===== src/design/tdpid_pkg.sv =====
// ============================================================================
// tdpid_pkg: shared types, constants and arithmetic for the 2-DOF PID block
// Holds the word formats, register indexes, the microcode table that drives
// the shared arithmetic unit, and the saturating add and multiply helpers.
// ============================================================================
package tdpid_pkg;

    // Number format: signed fixed point, DATA_W bits with FRAC_BITS fraction bits.
    localparam int DATA_W    = 32;
    localparam int FRAC_BITS = 16;
    localparam int PROD_W    = 2 * DATA_W;
    localparam int LIMIT_W   = DATA_W - 1;

    typedef logic signed [DATA_W-1:0] data_t;

    localparam data_t DATA_MAX = {1'b0, {(DATA_W-1){1'b1}}};
    localparam data_t DATA_MIN = {1'b1, {(DATA_W-1){1'b0}}};
    localparam data_t DATA_ONE = data_t'(1) <<< FRAC_BITS;

    // Configuration register indexes.
    localparam int CFG_IDX_W = 3;
    localparam logic [CFG_IDX_W-1:0] REG_PROP_GAIN    = 3'd0;
    localparam logic [CFG_IDX_W-1:0] REG_WEIGHT_PROP  = 3'd1;
    localparam logic [CFG_IDX_W-1:0] REG_WEIGHT_DERIV = 3'd2;
    localparam logic [CFG_IDX_W-1:0] REG_INTEG_COEF   = 3'd3;
    localparam logic [CFG_IDX_W-1:0] REG_DERIV_POLE   = 3'd4;
    localparam logic [CFG_IDX_W-1:0] REG_DERIV_COEF   = 3'd5;
    localparam logic [CFG_IDX_W-1:0] REG_OUT_LIMIT    = 3'd6;
    localparam logic [CFG_IDX_W-1:0] REG_TRACK_GAIN   = 3'd7;

    // Payload words.
    typedef struct packed {
        logic signed [DATA_W-1:0] measured;
        logic signed [DATA_W-1:0] setpoint;
    } in_word_t;

    typedef struct packed {
        logic signed [DATA_W-1:0] drive;
        logic                     clamped;
    } out_word_t;

    // Operations of the shared unit.
    localparam logic [1:0] OP_MUL   = 2'd0;
    localparam logic [1:0] OP_ADD   = 2'd1;
    localparam logic [1:0] OP_SUB   = 2'd2;
    localparam logic [1:0] OP_CLAMP = 2'd3;

    // Operand sources.
    localparam logic [4:0] SRC_KP   = 5'd0;
    localparam logic [4:0] SRC_B    = 5'd1;
    localparam logic [4:0] SRC_C    = 5'd2;
    localparam logic [4:0] SRC_KI   = 5'd3;
    localparam logic [4:0] SRC_CD1  = 5'd4;
    localparam logic [4:0] SRC_CD2  = 5'd5;
    localparam logic [4:0] SRC_TG   = 5'd6;
    localparam logic [4:0] SRC_ACC  = 5'd7;
    localparam logic [4:0] SRC_DN   = 5'd8;
    localparam logic [4:0] SRC_DB   = 5'd9;
    localparam logic [4:0] SRC_TN   = 5'd10;
    localparam logic [4:0] SRC_TB   = 5'd11;
    localparam logic [4:0] SRC_SL   = 5'd12;
    localparam logic [4:0] SRC_SO   = 5'd13;
    localparam logic [4:0] SRC_ML   = 5'd14;
    localparam logic [4:0] SRC_MO   = 5'd15;
    localparam logic [4:0] SRC_W    = 5'd16;
    localparam logic [4:0] SRC_Y    = 5'd17;
    localparam logic [4:0] SRC_T1   = 5'd18;
    localparam logic [4:0] SRC_T2   = 5'd19;
    localparam logic [4:0] SRC_EDM1 = 5'd20;
    localparam logic [4:0] SRC_YP   = 5'd21;
    localparam logic [4:0] SRC_UOUT = 5'd22;

    // Result destinations.
    localparam logic [2:0] DST_T1   = 3'd0;
    localparam logic [2:0] DST_T2   = 3'd1;
    localparam logic [2:0] DST_EDM1 = 3'd2;
    localparam logic [2:0] DST_ACC  = 3'd3;
    localparam logic [2:0] DST_DN   = 3'd4;
    localparam logic [2:0] DST_TN   = 3'd5;
    localparam logic [2:0] DST_YP   = 3'd6;
    localparam logic [2:0] DST_UOUT = 3'd7;

    typedef struct packed {
        logic [1:0] op;
        logic [4:0] src_a;
        logic [4:0] src_b;
        logic [2:0] dst;
    } uop_t;

    localparam int STEP_W = 6;
    localparam logic [STEP_W-1:0] LAST_STEP = 6'd35;

    // One micro-operation per step; the order is the evaluation order of the
    // control law, so every saturation happens at the same point.
    function automatic uop_t uop_at(logic [STEP_W-1:0] step);
        uop_t u;
        unique case (step)
            // Remove the previous P contribution with the current gains.
            6'd0:  u = '{OP_MUL, SRC_B,    SRC_SL,   DST_T1};
            6'd1:  u = '{OP_SUB, SRC_T1,   SRC_ML,   DST_T1};
            6'd2:  u = '{OP_MUL, SRC_KP,   SRC_T1,   DST_T1};
            6'd3:  u = '{OP_SUB, SRC_ACC,  SRC_T1,   DST_ACC};
            // Remove the previous D contribution.
            6'd4:  u = '{OP_MUL, SRC_C,    SRC_SL,   DST_T1};
            6'd5:  u = '{OP_SUB, SRC_T1,   SRC_ML,   DST_EDM1};
            6'd6:  u = '{OP_MUL, SRC_C,    SRC_SO,   DST_T1};
            6'd7:  u = '{OP_SUB, SRC_T1,   SRC_MO,   DST_T1};
            6'd8:  u = '{OP_SUB, SRC_EDM1, SRC_T1,   DST_T1};
            6'd9:  u = '{OP_MUL, SRC_CD2,  SRC_T1,   DST_T1};
            6'd10: u = '{OP_MUL, SRC_CD1,  SRC_DB,   DST_T2};
            6'd11: u = '{OP_ADD, SRC_T2,   SRC_T1,   DST_T1};
            6'd12: u = '{OP_SUB, SRC_ACC,  SRC_T1,   DST_ACC};
            // Trapezoidal integration of the tracked error.
            6'd13: u = '{OP_SUB, SRC_W,    SRC_Y,    DST_T1};
            6'd14: u = '{OP_SUB, SRC_T1,   SRC_TN,   DST_T1};
            6'd15: u = '{OP_SUB, SRC_SL,   SRC_ML,   DST_T2};
            6'd16: u = '{OP_SUB, SRC_T2,   SRC_TB,   DST_T2};
            6'd17: u = '{OP_ADD, SRC_T1,   SRC_T2,   DST_T1};
            6'd18: u = '{OP_MUL, SRC_KI,   SRC_T1,   DST_T1};
            6'd19: u = '{OP_ADD, SRC_ACC,  SRC_T1,   DST_ACC};
            // Filtered derivative.
            6'd20: u = '{OP_MUL, SRC_C,    SRC_W,    DST_T1};
            6'd21: u = '{OP_SUB, SRC_T1,   SRC_Y,    DST_T1};
            6'd22: u = '{OP_SUB, SRC_T1,   SRC_EDM1, DST_T1};
            6'd23: u = '{OP_MUL, SRC_CD2,  SRC_T1,   DST_T1};
            6'd24: u = '{OP_MUL, SRC_CD1,  SRC_DN,   DST_T2};
            6'd25: u = '{OP_ADD, SRC_T2,   SRC_T1,   DST_DN};
            // Proportional term.
            6'd26: u = '{OP_MUL, SRC_B,    SRC_W,    DST_T1};
            6'd27: u = '{OP_SUB, SRC_T1,   SRC_Y,    DST_T1};
            6'd28: u = '{OP_MUL, SRC_KP,   SRC_T1,   DST_YP};
            // Sum, clamp and tracking feedback.
            6'd29: u = '{OP_ADD, SRC_YP,   SRC_ACC,  DST_T1};
            6'd30: u = '{OP_ADD, SRC_T1,   SRC_DN,   DST_T1};
            6'd31: u = '{OP_CLAMP, SRC_T1, SRC_T1,   DST_UOUT};
            6'd32: u = '{OP_SUB, SRC_T1,   SRC_UOUT, DST_T2};
            6'd33: u = '{OP_MUL, SRC_T2,   SRC_TG,   DST_TN};
            // Fold this tick's P and D parts into the integrator.
            6'd34: u = '{OP_ADD, SRC_YP,   SRC_DN,   DST_T1};
            6'd35: u = '{OP_ADD, SRC_ACC,  SRC_T1,   DST_ACC};
            default: u = '{OP_ADD, SRC_T1, SRC_T1,   DST_T1};
        endcase
        return u;
    endfunction

    // Saturating add or subtract.
    function automatic data_t sat_addsub(data_t a, data_t b, logic do_sub);
        logic signed [DATA_W:0] s;
        data_t r;
        if (do_sub) begin
            s = {a[DATA_W-1], a} - {b[DATA_W-1], b};
        end else begin
            s = {a[DATA_W-1], a} + {b[DATA_W-1], b};
        end
        if (s[DATA_W] != s[DATA_W-1]) begin
            r = s[DATA_W] ? DATA_MIN : DATA_MAX;
        end else begin
            r = s[DATA_W-1:0];
        end
        return r;
    endfunction

    // Exact product, shifted right with floor rounding, then saturated.
    function automatic data_t sat_mul(data_t a, data_t b);
        logic signed [PROD_W-1:0] prod;
        logic signed [PROD_W-1:0] q;
        logic [PROD_W-DATA_W:0]   q_top;
        data_t r;
        prod  = PROD_W'(a) * PROD_W'(b);
        q     = prod >>> FRAC_BITS;
        q_top = q[PROD_W-1:DATA_W-1];
        if ((&q_top) || !(|q_top)) begin
            r = q[DATA_W-1:0];
        end else begin
            r = q[PROD_W-1] ? DATA_MIN : DATA_MAX;
        end
        return r;
    endfunction

endpackage


===== src/design/two_dof_pid_bumpless.sv =====
// ============================================================================
// two_dof_pid_bumpless: two-degree-of-freedom PID controller
// Setpoint-weighted P and D terms, trapezoidal integrator, filtered
// derivative, back-calculation anti-windup and bumpless gain changes.
// ============================================================================

// Each word on the input channel carries one measurement and one setpoint and
// produces exactly one word on the result channel: the drive value, clamped to
// plus or minus out_limit, and a flag that is set when the clamp was active.
// All values are signed Q16.16 and every intermediate result saturates to 32
// bits. The arithmetic runs on one shared unit (a 32 by 32 multiplier with
// floor rounding and saturation, a saturating adder and the clamp) that a
// step counter walks through 36 micro-operations. A word therefore occupies
// the block from its acceptance through all 36 steps of the shared unit, and no
// new word is taken before it is through. s_ready is high only while no word
// is in work. The result sits in an output register; the next word is
// accepted as soon as the previous one finishes, whether or not its result has
// been taken, and only the last step waits when the output register is still
// full. Configuration registers are written through cfg_wr_en, cfg_addr and
// cfg_wr_data and should be changed only while the block is idle; the
// integrator subtracts the previous tick's P and D parts using the new gains,
// so a gain change does not bump the output.
module two_dof_pid_bumpless
    import tdpid_pkg::*;
(
    input  logic                 aclk,
    input  logic                 aresetn,
    input  logic                 cfg_wr_en,
    input  logic [CFG_IDX_W-1:0] cfg_addr,
    input  logic [DATA_W-1:0]    cfg_wr_data,
    input  logic                 s_valid,
    output logic                 s_ready,
    input  in_word_t             s_payload,
    output logic                 m_valid,
    input  logic                 m_ready,
    output out_word_t            m_payload
);

    localparam logic ST_IDLE = 1'b0;
    localparam logic ST_RUN  = 1'b1;

    // Configuration registers.
    data_t              kp_reg, b_reg, c_reg, ki_reg, cd1_reg, cd2_reg, tg_reg;
    logic [LIMIT_W-1:0] limit_reg;

    // Controller state kept between words.
    data_t acc_reg, dn_reg, db_reg, tn_reg, tb_reg;
    data_t sl_reg, so_reg, ml_reg, mo_reg;

    // Working registers of the current word.
    data_t w_reg, y_reg, t1_reg, t2_reg, edm1_reg, yp_reg, uout_reg;
    logic  clamp_flag_reg;

    logic              state_reg, state_next;
    logic [STEP_W-1:0] step_reg, step_next;
    logic              m_valid_reg, m_valid_next;
    out_word_t         m_payload_reg, m_payload_next;

    data_t acc_next, dn_next, db_next, tn_next, tb_next;
    data_t sl_next, so_next, ml_next, mo_next;
    data_t w_next, y_next, t1_next, t2_next, edm1_next, yp_next, uout_next;
    logic  clamp_flag_next;

    uop_t  uop;
    data_t opnd_a, opnd_b, alu_result;
    data_t lim_pos, lim_neg;
    logic  over_hi, under_lo;
    logic  out_free, step_go, in_accept;

    assign s_ready   = (state_reg == ST_IDLE);
    assign in_accept = s_valid && s_ready;
    assign m_valid   = m_valid_reg;
    assign m_payload = m_payload_reg;

    // The last step also loads the output register, so it waits for room there.
    assign out_free = !m_valid_reg || m_ready;
    assign step_go  = (state_reg == ST_RUN) && ((step_reg != LAST_STEP) || out_free);

    assign uop = uop_at(step_reg);

    // Operand selection for the shared unit.
    function automatic data_t pick(logic [4:0] sel, data_t kp, data_t b, data_t c,
                                   data_t ki, data_t cd1, data_t cd2, data_t tg,
                                   data_t acc, data_t dn, data_t db, data_t tn,
                                   data_t tb, data_t sl, data_t so, data_t ml,
                                   data_t mo, data_t w, data_t y, data_t t1,
                                   data_t t2, data_t edm1, data_t yp, data_t uout);
        data_t r;
        unique case (sel)
            SRC_KP:   r = kp;
            SRC_B:    r = b;
            SRC_C:    r = c;
            SRC_KI:   r = ki;
            SRC_CD1:  r = cd1;
            SRC_CD2:  r = cd2;
            SRC_TG:   r = tg;
            SRC_ACC:  r = acc;
            SRC_DN:   r = dn;
            SRC_DB:   r = db;
            SRC_TN:   r = tn;
            SRC_TB:   r = tb;
            SRC_SL:   r = sl;
            SRC_SO:   r = so;
            SRC_ML:   r = ml;
            SRC_MO:   r = mo;
            SRC_W:    r = w;
            SRC_Y:    r = y;
            SRC_T1:   r = t1;
            SRC_T2:   r = t2;
            SRC_EDM1: r = edm1;
            SRC_YP:   r = yp;
            SRC_UOUT: r = uout;
            default:  r = t1;
        endcase
        return r;
    endfunction

    always_comb begin
        opnd_a = pick(uop.src_a, kp_reg, b_reg, c_reg, ki_reg, cd1_reg, cd2_reg, tg_reg,
                      acc_reg, dn_reg, db_reg, tn_reg, tb_reg, sl_reg, so_reg, ml_reg,
                      mo_reg, w_reg, y_reg, t1_reg, t2_reg, edm1_reg, yp_reg, uout_reg);
        opnd_b = pick(uop.src_b, kp_reg, b_reg, c_reg, ki_reg, cd1_reg, cd2_reg, tg_reg,
                      acc_reg, dn_reg, db_reg, tn_reg, tb_reg, sl_reg, so_reg, ml_reg,
                      mo_reg, w_reg, y_reg, t1_reg, t2_reg, edm1_reg, yp_reg, uout_reg);
    end

    // The clamp limit is a positive 31-bit magnitude, so its negation fits.
    assign lim_pos  = data_t'({1'b0, limit_reg});
    assign lim_neg  = -lim_pos;
    assign over_hi  = (opnd_a > lim_pos);
    assign under_lo = (opnd_a < lim_neg);

    // Shared arithmetic unit.
    always_comb begin
        unique case (uop.op)
            OP_MUL:   alu_result = sat_mul(opnd_a, opnd_b);
            OP_ADD:   alu_result = sat_addsub(opnd_a, opnd_b, 1'b0);
            OP_SUB:   alu_result = sat_addsub(opnd_a, opnd_b, 1'b1);
            OP_CLAMP: begin
                priority if (over_hi) begin
                    alu_result = lim_pos;
                end else if (under_lo) begin
                    alu_result = lim_neg;
                end else begin
                    alu_result = opnd_a;
                end
            end
            default:  alu_result = opnd_a;
        endcase
    end

    // Sequencer and result write-back.
    always_comb begin
        state_next      = state_reg;
        step_next       = step_reg;
        m_valid_next    = m_valid_reg;
        m_payload_next  = m_payload_reg;
        acc_next        = acc_reg;
        dn_next         = dn_reg;
        db_next         = db_reg;
        tn_next         = tn_reg;
        tb_next         = tb_reg;
        sl_next         = sl_reg;
        so_next         = so_reg;
        ml_next         = ml_reg;
        mo_next         = mo_reg;
        w_next          = w_reg;
        y_next          = y_reg;
        t1_next         = t1_reg;
        t2_next         = t2_reg;
        edm1_next       = edm1_reg;
        yp_next         = yp_reg;
        uout_next       = uout_reg;
        clamp_flag_next = clamp_flag_reg;

        if (m_valid_reg && m_ready) begin
            m_valid_next = 1'b0;
        end

        if (in_accept) begin
            w_next     = s_payload.setpoint;
            y_next     = s_payload.measured;
            state_next = ST_RUN;
            step_next  = '0;
        end

        if (step_go) begin
            unique case (uop.dst)
                DST_T1:   t1_next   = alu_result;
                DST_T2:   t2_next   = alu_result;
                DST_EDM1: edm1_next = alu_result;
                DST_ACC:  acc_next  = alu_result;
                DST_DN: begin
                    db_next = dn_reg;
                    dn_next = alu_result;
                end
                DST_TN: begin
                    tb_next = tn_reg;
                    tn_next = alu_result;
                end
                DST_YP:   yp_next   = alu_result;
                DST_UOUT: begin
                    uout_next       = alu_result;
                    clamp_flag_next = over_hi || under_lo;
                end
                default:  t1_next   = alu_result;
            endcase

            if (step_reg == LAST_STEP) begin
                // The word is done: shift the history and publish the result.
                so_next                = sl_reg;
                mo_next                = ml_reg;
                sl_next                = w_reg;
                ml_next                = y_reg;
                m_valid_next           = 1'b1;
                m_payload_next.drive   = uout_reg;
                m_payload_next.clamped = clamp_flag_reg;
                state_next             = ST_IDLE;
            end else begin
                step_next = step_reg + STEP_W'(1);
            end
        end
    end

    always_ff @(posedge aclk) begin
        if (!aresetn) begin
            state_reg   <= ST_IDLE;
            step_reg    <= '0;
            m_valid_reg <= 1'b0;
            acc_reg     <= '0;
            dn_reg      <= '0;
            db_reg      <= '0;
            tn_reg      <= '0;
            tb_reg      <= '0;
            sl_reg      <= '0;
            so_reg      <= '0;
            ml_reg      <= '0;
            mo_reg      <= '0;
        end else begin
            state_reg   <= state_next;
            step_reg    <= step_next;
            m_valid_reg <= m_valid_next;
            acc_reg     <= acc_next;
            dn_reg      <= dn_next;
            db_reg      <= db_next;
            tn_reg      <= tn_next;
            tb_reg      <= tb_next;
            sl_reg      <= sl_next;
            so_reg      <= so_next;
            ml_reg      <= ml_next;
            mo_reg      <= mo_next;
        end
        m_payload_reg  <= m_payload_next;
        w_reg          <= w_next;
        y_reg          <= y_next;
        t1_reg         <= t1_next;
        t2_reg         <= t2_next;
        edm1_reg       <= edm1_next;
        yp_reg         <= yp_next;
        uout_reg       <= uout_next;
        clamp_flag_reg <= clamp_flag_next;
    end

    // Configuration registers; a write takes effect at once.
    always_ff @(posedge aclk) begin
        if (!aresetn) begin
            kp_reg    <= '0;
            b_reg     <= DATA_ONE;
            c_reg     <= DATA_ONE;
            ki_reg    <= '0;
            cd1_reg   <= '0;
            cd2_reg   <= '0;
            limit_reg <= LIMIT_W'(DATA_ONE);
            tg_reg    <= '0;
        end else if (cfg_wr_en) begin
            unique case (cfg_addr)
                REG_PROP_GAIN:    kp_reg    <= cfg_wr_data;
                REG_WEIGHT_PROP:  b_reg     <= cfg_wr_data;
                REG_WEIGHT_DERIV: c_reg     <= cfg_wr_data;
                REG_INTEG_COEF:   ki_reg    <= cfg_wr_data;
                REG_DERIV_POLE:   cd1_reg   <= cfg_wr_data;
                REG_DERIV_COEF:   cd2_reg   <= cfg_wr_data;
                REG_OUT_LIMIT:    limit_reg <= cfg_wr_data[LIMIT_W-1:0];
                REG_TRACK_GAIN:   tg_reg    <= cfg_wr_data;
                default: ;
            endcase
        end
    end

    // A new result appears only right after the last step of the sequence.
    a_result_after_last_step: assert property (@(posedge aclk) disable iff (!aresetn)
        $rose(m_valid) |-> $past(state_reg == ST_RUN && step_reg == LAST_STEP))
        else $error("result word appeared outside the last step");

    // An accepted word always starts the sequence from its first step.
    a_accept_starts_sequence: assert property (@(posedge aclk) disable iff (!aresetn)
        (s_valid && s_ready) |=> (state_reg == ST_RUN && step_reg == '0))
        else $error("accepted word did not start the sequence");

    // A clamped result sits exactly on one of the two limits.
    a_clamped_on_limit: assert property (@(posedge aclk) disable iff (!aresetn)
        (m_valid && m_payload.clamped) |->
            (m_payload.drive == lim_pos || m_payload.drive == lim_neg))
        else $error("clamped result is not on the limit");

    // The step counter never runs past the end of the microcode.
    a_step_in_range: assert property (@(posedge aclk) disable iff (!aresetn)
        (state_reg == ST_RUN) |-> (step_reg <= LAST_STEP))
        else $error("step counter ran past the last step");

endmodule


===== config.mk =====
export PLATFORM = sky130hd
export DESIGN_NAME = two_dof_pid_bumpless
export DESIGN_NICKNAME = d
export VERILOG_FILES = /design/src/design/tdpid_pkg.sv /design/src/design/two_dof_pid_bumpless.sv
export SDC_FILE = /design/constraint.sdc
export NUM_CORES = 2
export LEC_CHECK = 0
export BUFFER_PORTS_ARGS = -buffer_cell sky130_fd_sc_hd__buf_2
export CORE_MARGIN = 1
export CORE_UTILIZATION = 41
export CTS_CLUSTER_SIZE = 20
export DETAILED_ROUTE_END_ITERATION = 8
export SETUP_SLACK_MARGIN = 0.2
export SYNTH_ARGS = -nofsm -noshare
export SYNTH_HDL_FRONTEND = slang
export SYNTH_SLANG_ARGS = --single-unit
export TNS_END_PERCENT = 50

===== constraint.sdc =====
create_clock -name aclk -period 10.8 [get_ports aclk]
set_input_delay 1.08 -clock aclk [delete_from_list [all_inputs] [get_ports aclk]]
set_output_delay 1.08 -clock aclk [all_outputs]
set_load 0.02 [all_outputs]

After elaboration in Yosys (flattened, before gate mapping)
Memories as Yosys holds them, arrays and structs flattened. A register that Yosys moved wholly into a read port is not among the register bits.
Index checks and enable logic that the tools add are counted.
Widths: inputs -> output; s select.
{"block": "op_classes", "addsub": 4, "multipliers": 1, "magnitude_cmp": 2, "n_eq_ne": 63, "muxes": 23, "bitwise": 1, "reduce_logical": 33}
{"operator": "$pmux 32 s22", "count": 2}
{"operator": "$mux 32", "count": 8}
{"operator": "$pmux 32 s4", "count": 1}
{"operator": "$eq 5x4->1 const B", "count": 16}
{"operator": "$mux 33", "count": 2}
{"operator": "$mul 32x32->64", "count": 1}
{"operator": "$eq 5x5->1 const B", "count": 12}
{"operator": "$eq 5x3->1 const B", "count": 8}
{"operator": "$reduce_and 2->1", "count": 17}
{"operator": "$add 32x32->33", "count": 1}
{"operator": "$sub 32x32->33", "count": 1}
{"operator": "$gt 32x32->1", "count": 1}
{"operator": "$lt 32x32->1", "count": 1}
{"operator": "$neg 31->32", "count": 1}
{"operator": "$eq 3x3->1 const B", "count": 8}
{"operator": "$mux 6", "count": 4}
{"operator": "$eq 5x2->1 const B", "count": 4}
{"operator": "$reduce_and 17->1", "count": 1}
{"operator": "$reduce_or 17->1", "count": 1}
{"operator": "$eq 3x2->1 const B", "count": 4}
{"operator": "$eq 5x1->1 const B", "count": 2}
{"operator": "$logic_not 5->1", "count": 2}
{"operator": "$add 6x1->6 const B", "count": 1}
{"operator": "$eq 3x1->1 const B", "count": 2}
{"operator": "other kinds (12)", "count": 26}
{"block": "totals", "regBits": 809, "mem_bits_ro": 960, "input_bits": 104, "out_inout_bits": 35, "mem_count": 1}
{"name": "(name not given)", "depth": 64, "width": 15, "rd": 1, "rd_ports_with_merged_regs": 1, "wr": 0, "line_no": "tdpid_pkg.sv:97", "source": "unique case (step)"}

Logic depth before layout (Yosys ltp)
{"block": "logic_depth", "word_depth": 8, "depth_mapped": 46, "ltp_nobuf": 38}

Worst setup path after synthesis
Ideal clock, no wire load.
{"block": "synth_timing", "path_kind": "flip-flop to flip-flop", "from": "register uop[3] (netlist name)", "to": "register edm1_reg[17] (data pin)", "setup_ns": 0.282, "arrival_time_ns": 11.239, "required_time_ns": 10.518, "setup_slack_ns": -0.721, "stages_incl_launch_ff": 42, "path_buffers": 6, "synth_period_minus_slack_ns": 11.521, "cell_sequence": "dfxtp_1 clkbuf_1 buf_2 nand3b_1 nor3_1 clkbuf_1 buf_1 a22oi_1 nand2_1 nor2_1 a31oi_1 clkbuf_1 nand2_1 inv_1 fa_1 fa_1 fa_1 inv_1 [... 6 more ...] inv_1 fa_1 ha_1 clkbuf_1 and4_1 and4_1 a21oi_1 o21a_1 o221ai_1 a2111oi_0 o211ai_1 a211oi_1 o21a_1 nand4_1 o31ai_1 nand2_1 a211oi_2 nor2_1"}
{"block": "synth_via", "elab_chain_len": 8}
{"item": "$eq 5x5->1, or another cell as far along", "line_no": "two_dof_pid_bumpless.sv:89", "source": "unique case (sel)"}
{"item": "$pmux 32 s22 (*)", "line_no": "two_dof_pid_bumpless.sv:89"}
{"item": "$mul 32x32->64", "line_no": "tdpid_pkg.sv:169", "source": "prod = PROD_W'(a) * PROD_W'(b);"}
{"item": "$reduce_or 17->1", "line_no": "tdpid_pkg.sv:172", "source": "if ((&q_top) || !(|q_top)) begin"}
{"item": "$logic_not 1->1", "line_no": "tdpid_pkg.sv:172"}
{"item": "$logic_or 1x1->1", "line_no": "tdpid_pkg.sv:172"}
{"item": "$mux 32", "line_no": "tdpid_pkg.sv:172"}
{"item": "$pmux 32 s4 (*)", "line_no": "two_dof_pid_bumpless.sv:135", "source": "unique case (uop.op)"}
{"item": "named net alu_result[17]", "line_no": "two_dof_pid_bumpless.sv:65", "source": "data_t opnd_a, opnd_b, alu_result;"}
{"item": "end signal: assignment", "line_no": "two_dof_pid_bumpless.sv:258", "source": "edm1_reg <= edm1_next;"}
{"item": "end: declaration", "line_no": "two_dof_pid_bumpless.sv:51", "source": "data_t w_reg, y_reg, t1_reg, t2_reg, edm1_reg, yp_reg, uout_reg;"}
Mark *: on every way through the listed nets, which the timed path passes. The rest lies on a longest branch. The select of a mux whose other input is x is not followed.
A chain may end at the register's enable or synchronous reset.

Final worst setup path
{"block": "layout_timing", "from": "register uop[3] (netlist name)", "to": "register dn_reg[11]"}
{"block": "layout_via", "elab_chain_len": 8}
{"item": "$eq 5x5->1, or another cell as far along", "line_no": "two_dof_pid_bumpless.sv:89"}
{"item": "$pmux 32 s22 (*)", "line_no": "two_dof_pid_bumpless.sv:89"}
{"item": "$mul 32x32->64", "line_no": "tdpid_pkg.sv:169"}
{"item": "$reduce_or 17->1", "line_no": "tdpid_pkg.sv:172"}
{"item": "$logic_not 1->1", "line_no": "tdpid_pkg.sv:172"}
{"item": "$logic_or 1x1->1", "line_no": "tdpid_pkg.sv:172"}
{"item": "$mux 32", "line_no": "tdpid_pkg.sv:172"}
{"item": "$pmux 32 s4 (*)", "line_no": "two_dof_pid_bumpless.sv:135"}
{"item": "named net alu_result[11]", "line_no": "two_dof_pid_bumpless.sv:65"}
{"item": "end signal: assignment", "line_no": "two_dof_pid_bumpless.sv:244", "source": "dn_reg <= dn_next;"}
{"item": "end: declaration", "line_no": "two_dof_pid_bumpless.sv:47", "source": "data_t acc_reg, dn_reg, db_reg, tn_reg, tb_reg;"}
Marks and branches as above.

==> flow_summary.ini <==
[place]
gp_congestion = 1.08
dp_hpwl_mm = 303
port_buffers = 138

[critical_path]
critPathMostFrequentCell = fa_1
r2r_slack_ns = -0.35
worstSetupStartpointType = flop
worstSetupPathType = flop to flop
cp.required_ns = 11.42
crit_fanout = 7
cp.arrival_ns = 11.77
cp_num_buf_inv = 20
slowest_stage = fa_2
crit_path_end_kind = flop
cpPeakStageDelay_ns = 0.57
path_delay_family = adder cells

[route]
wl_per_cell_um = 30.6
drcViolationCount = 0
drtPass1Iterations = 7
vias = 81900
wl_mm = 407
drtIter0Drc = 11900
postRouteAntennaNets = 0
routed_via_density = 6.17

[yosys]
async_flop_share_pct = 0
synth_top_family_by_area = adder cells
ys_warn_count = 0
synth.avg_cell_area_um2 = 8.60
synth-compound-area-share_pct = 17.4
synth_nets = 11000
synth-adder-area-share_pct = 31.4
synth_cell_types = 103
seq_area_frac_synth_pct = 23.3
yosys.area_share.simple_pct = 17.8
ys_ff_latch = 824
muxShareOfSynthArea_pct = 0.204
synthXorXnorAreaFrac_pct = 1.47
ys.flop_type = dfxtp_1
postSynthCellCount = 9504
synth_edf_count = 258
syn_area_mm2 = 0.0817

[sta]
maxSlewViolCount = 0
fmax_ghz = 0.0897
grt_setup_unrepaired = true
finClkSkew_ns = 0.0301
relSlewSlack_pct = 1.06
fin_crit_ns = 11.15
setup-violations-final = 253
hold_violations = 0
finalSetupTns_ns = -51.23
fin_crit_sh_pct = 103
worst_slew_pin_slew_ns = 1.48
timing.final.ws_setup_ns = -0.351

[finish]
final_common_cell = nand2_1
post-route-util_pct = 52.6
nets = 12100
drive_gt1_share_pct = 22.0
area_growth_pct = 27.2
largest_register_ffs = 33
most-common-layout-cells = nand2_1 (1702), buf_4 (1183), inv_1 (1105)

[run_status]
violations = setup timing
status = finished, violations left

[floorplanning]
die_x_um = 449
core_region_area_mm2 = 0.198
initial_core_util_pct = 41.4
num_io_pins = 139
fp.dieH_um = 449
rows = 163
die_area_mm2 = 0.201

[global_route]
grt_overflow = 0
grt_pass1_wl_mm = 578
grt_pass1_vias = 80700
grt_usage_pct = 39.4
grt_max_degree = 192
antenna_found_initial = 21

[cts]
clkLatencyLatePin_ns = 0.72
clkSinkCount = 824
cts-root-buf = clkbuf_16
clock_path_buffers = 3
cts_tree = yes
clk_pin_slew_ns = 0.07
cts.hold.buffers_added = 0
h-tree-depth = 3
numCtsBuffers = 80

[power]
peakVddDrop_mv = 0.561
powerDensity_mw_per_mm2 = 290
p_leak_uw = 0.0442

[min_path]
hp-class = flop to flop

[flow_run]
max_cap_violations = 0
-- worst min-delay path, cell delays in order, from the launching register on --
cell and delay, ns:
dfxtp_1 0.32, nand2_1 0.05, a21oi_1 0.05
-- routing by layer --
layer	GRT usage, %	vias up	wire, um
met4	20.7	6	27800
met3	10.7	1328	51800
met5	0.0237	-	42
met2	55.3	5875	164000
li1	-	33900	-
met1	54.9	40900	163000
-- kinds of logic after synthesis --
group | Yosys count
adder cells (fa/ha/maj) | 1404
buffers and inverters | 1814
flip-flops | 824
AND/OR/NAND/NOR | 3181
AO/OA/AOI/OAI | 2128
multiplexers | 16
XOR/XNOR | 137
-- repair_timing --
item                       4_1_cts  5_1_grt
resized for setup              430      210
pin swaps                      144      114
setup endpoints to repair      256      256
gates cloned                     8        3
buffers inserted               128       36
-- layout make-up --
type                            instances  area, um^2
Sequential cell                       824       19100
Clock inverter                         29         267
Fill cell                           18100       93700
Clock buffer                          120        2430
Timing Repair Buffer                 1663       15600
Antenna cell                           11        27.5
Multi-Input combinational cell       6867       59000
Tap cell                             2640        3300
Inverter                             1132        4300
-- synthesized netlist by cell type (44+ instances only) --
cell | instances | area, um^2
nand2_1 | 1725 | 6470
inv_1 | 1130 | 4240
fa_1 | 1084 | 21700
a21oi_1 | 787 | 3940
clkbuf_1 | 576 | 2160
dfxtp_1 | 566 | 11300
a22oi_1 | 462 | 3470
and2_1 | 440 | 2750
nor2_1 | 353 | 1330
ha_1 | 316 | 3950
edfxtp_1 | 258 | 7750
o21ai_0 | 193 | 966
nand3_1 | 166 | 831
nand4_1 | 140 | 876
a221oi_1 | 119 | 1040
a22o_1 | 103 | 902
xnor2_1 | 102 | 893
nor3_1 | 100 | 500
buf_1 | 48 | 180
and3_1 | 47 | 294
o31ai_1 | 45 | 338
a21o_1 | 44 | 330
-- path summary, 6_finish.rpt --
check,startpoint,to,depth (start not counted)
max,uop[3],dn_reg[11],49
min,kp_reg[14],kp_reg[14],2
max reg2reg,uop[3],dn_reg[11],49
min reg2reg,kp_reg[14],kp_reg[14],2
-- per-stage QoR --
step | hold WS (ns) | instance area (um^2) | setup WS [ns] | total power, uW | std cells
4_1_cts | 0.473 | 103000 | -0.129 | 28500 | 13200
5_1_grt | 0.489 | 104000 | -0.573 | 31300 | 13300
3_3_place_gp | 0.457 | 96600 | -0.968 | 22800 | 13000
3_5_place_dp | 0.464 | 96600 | -1.00 | 23000 | 13000
6_report | 0.473 | 104000 | -0.351 | 30100 | 13300
2_1_floorplan | 0.400 | 82000 | 0.201 | 12900 | 9504
-- power breakdown --
part / leakage (uW) / switching (uW) / internal [uW]
clock network: 0.00132 / 1360 / 1640
registers: 0.00694 / 140 / 4030
logic: 0.0359 / 12900 / 10100
No activity file was read; power rests on OpenSTA's default activity.
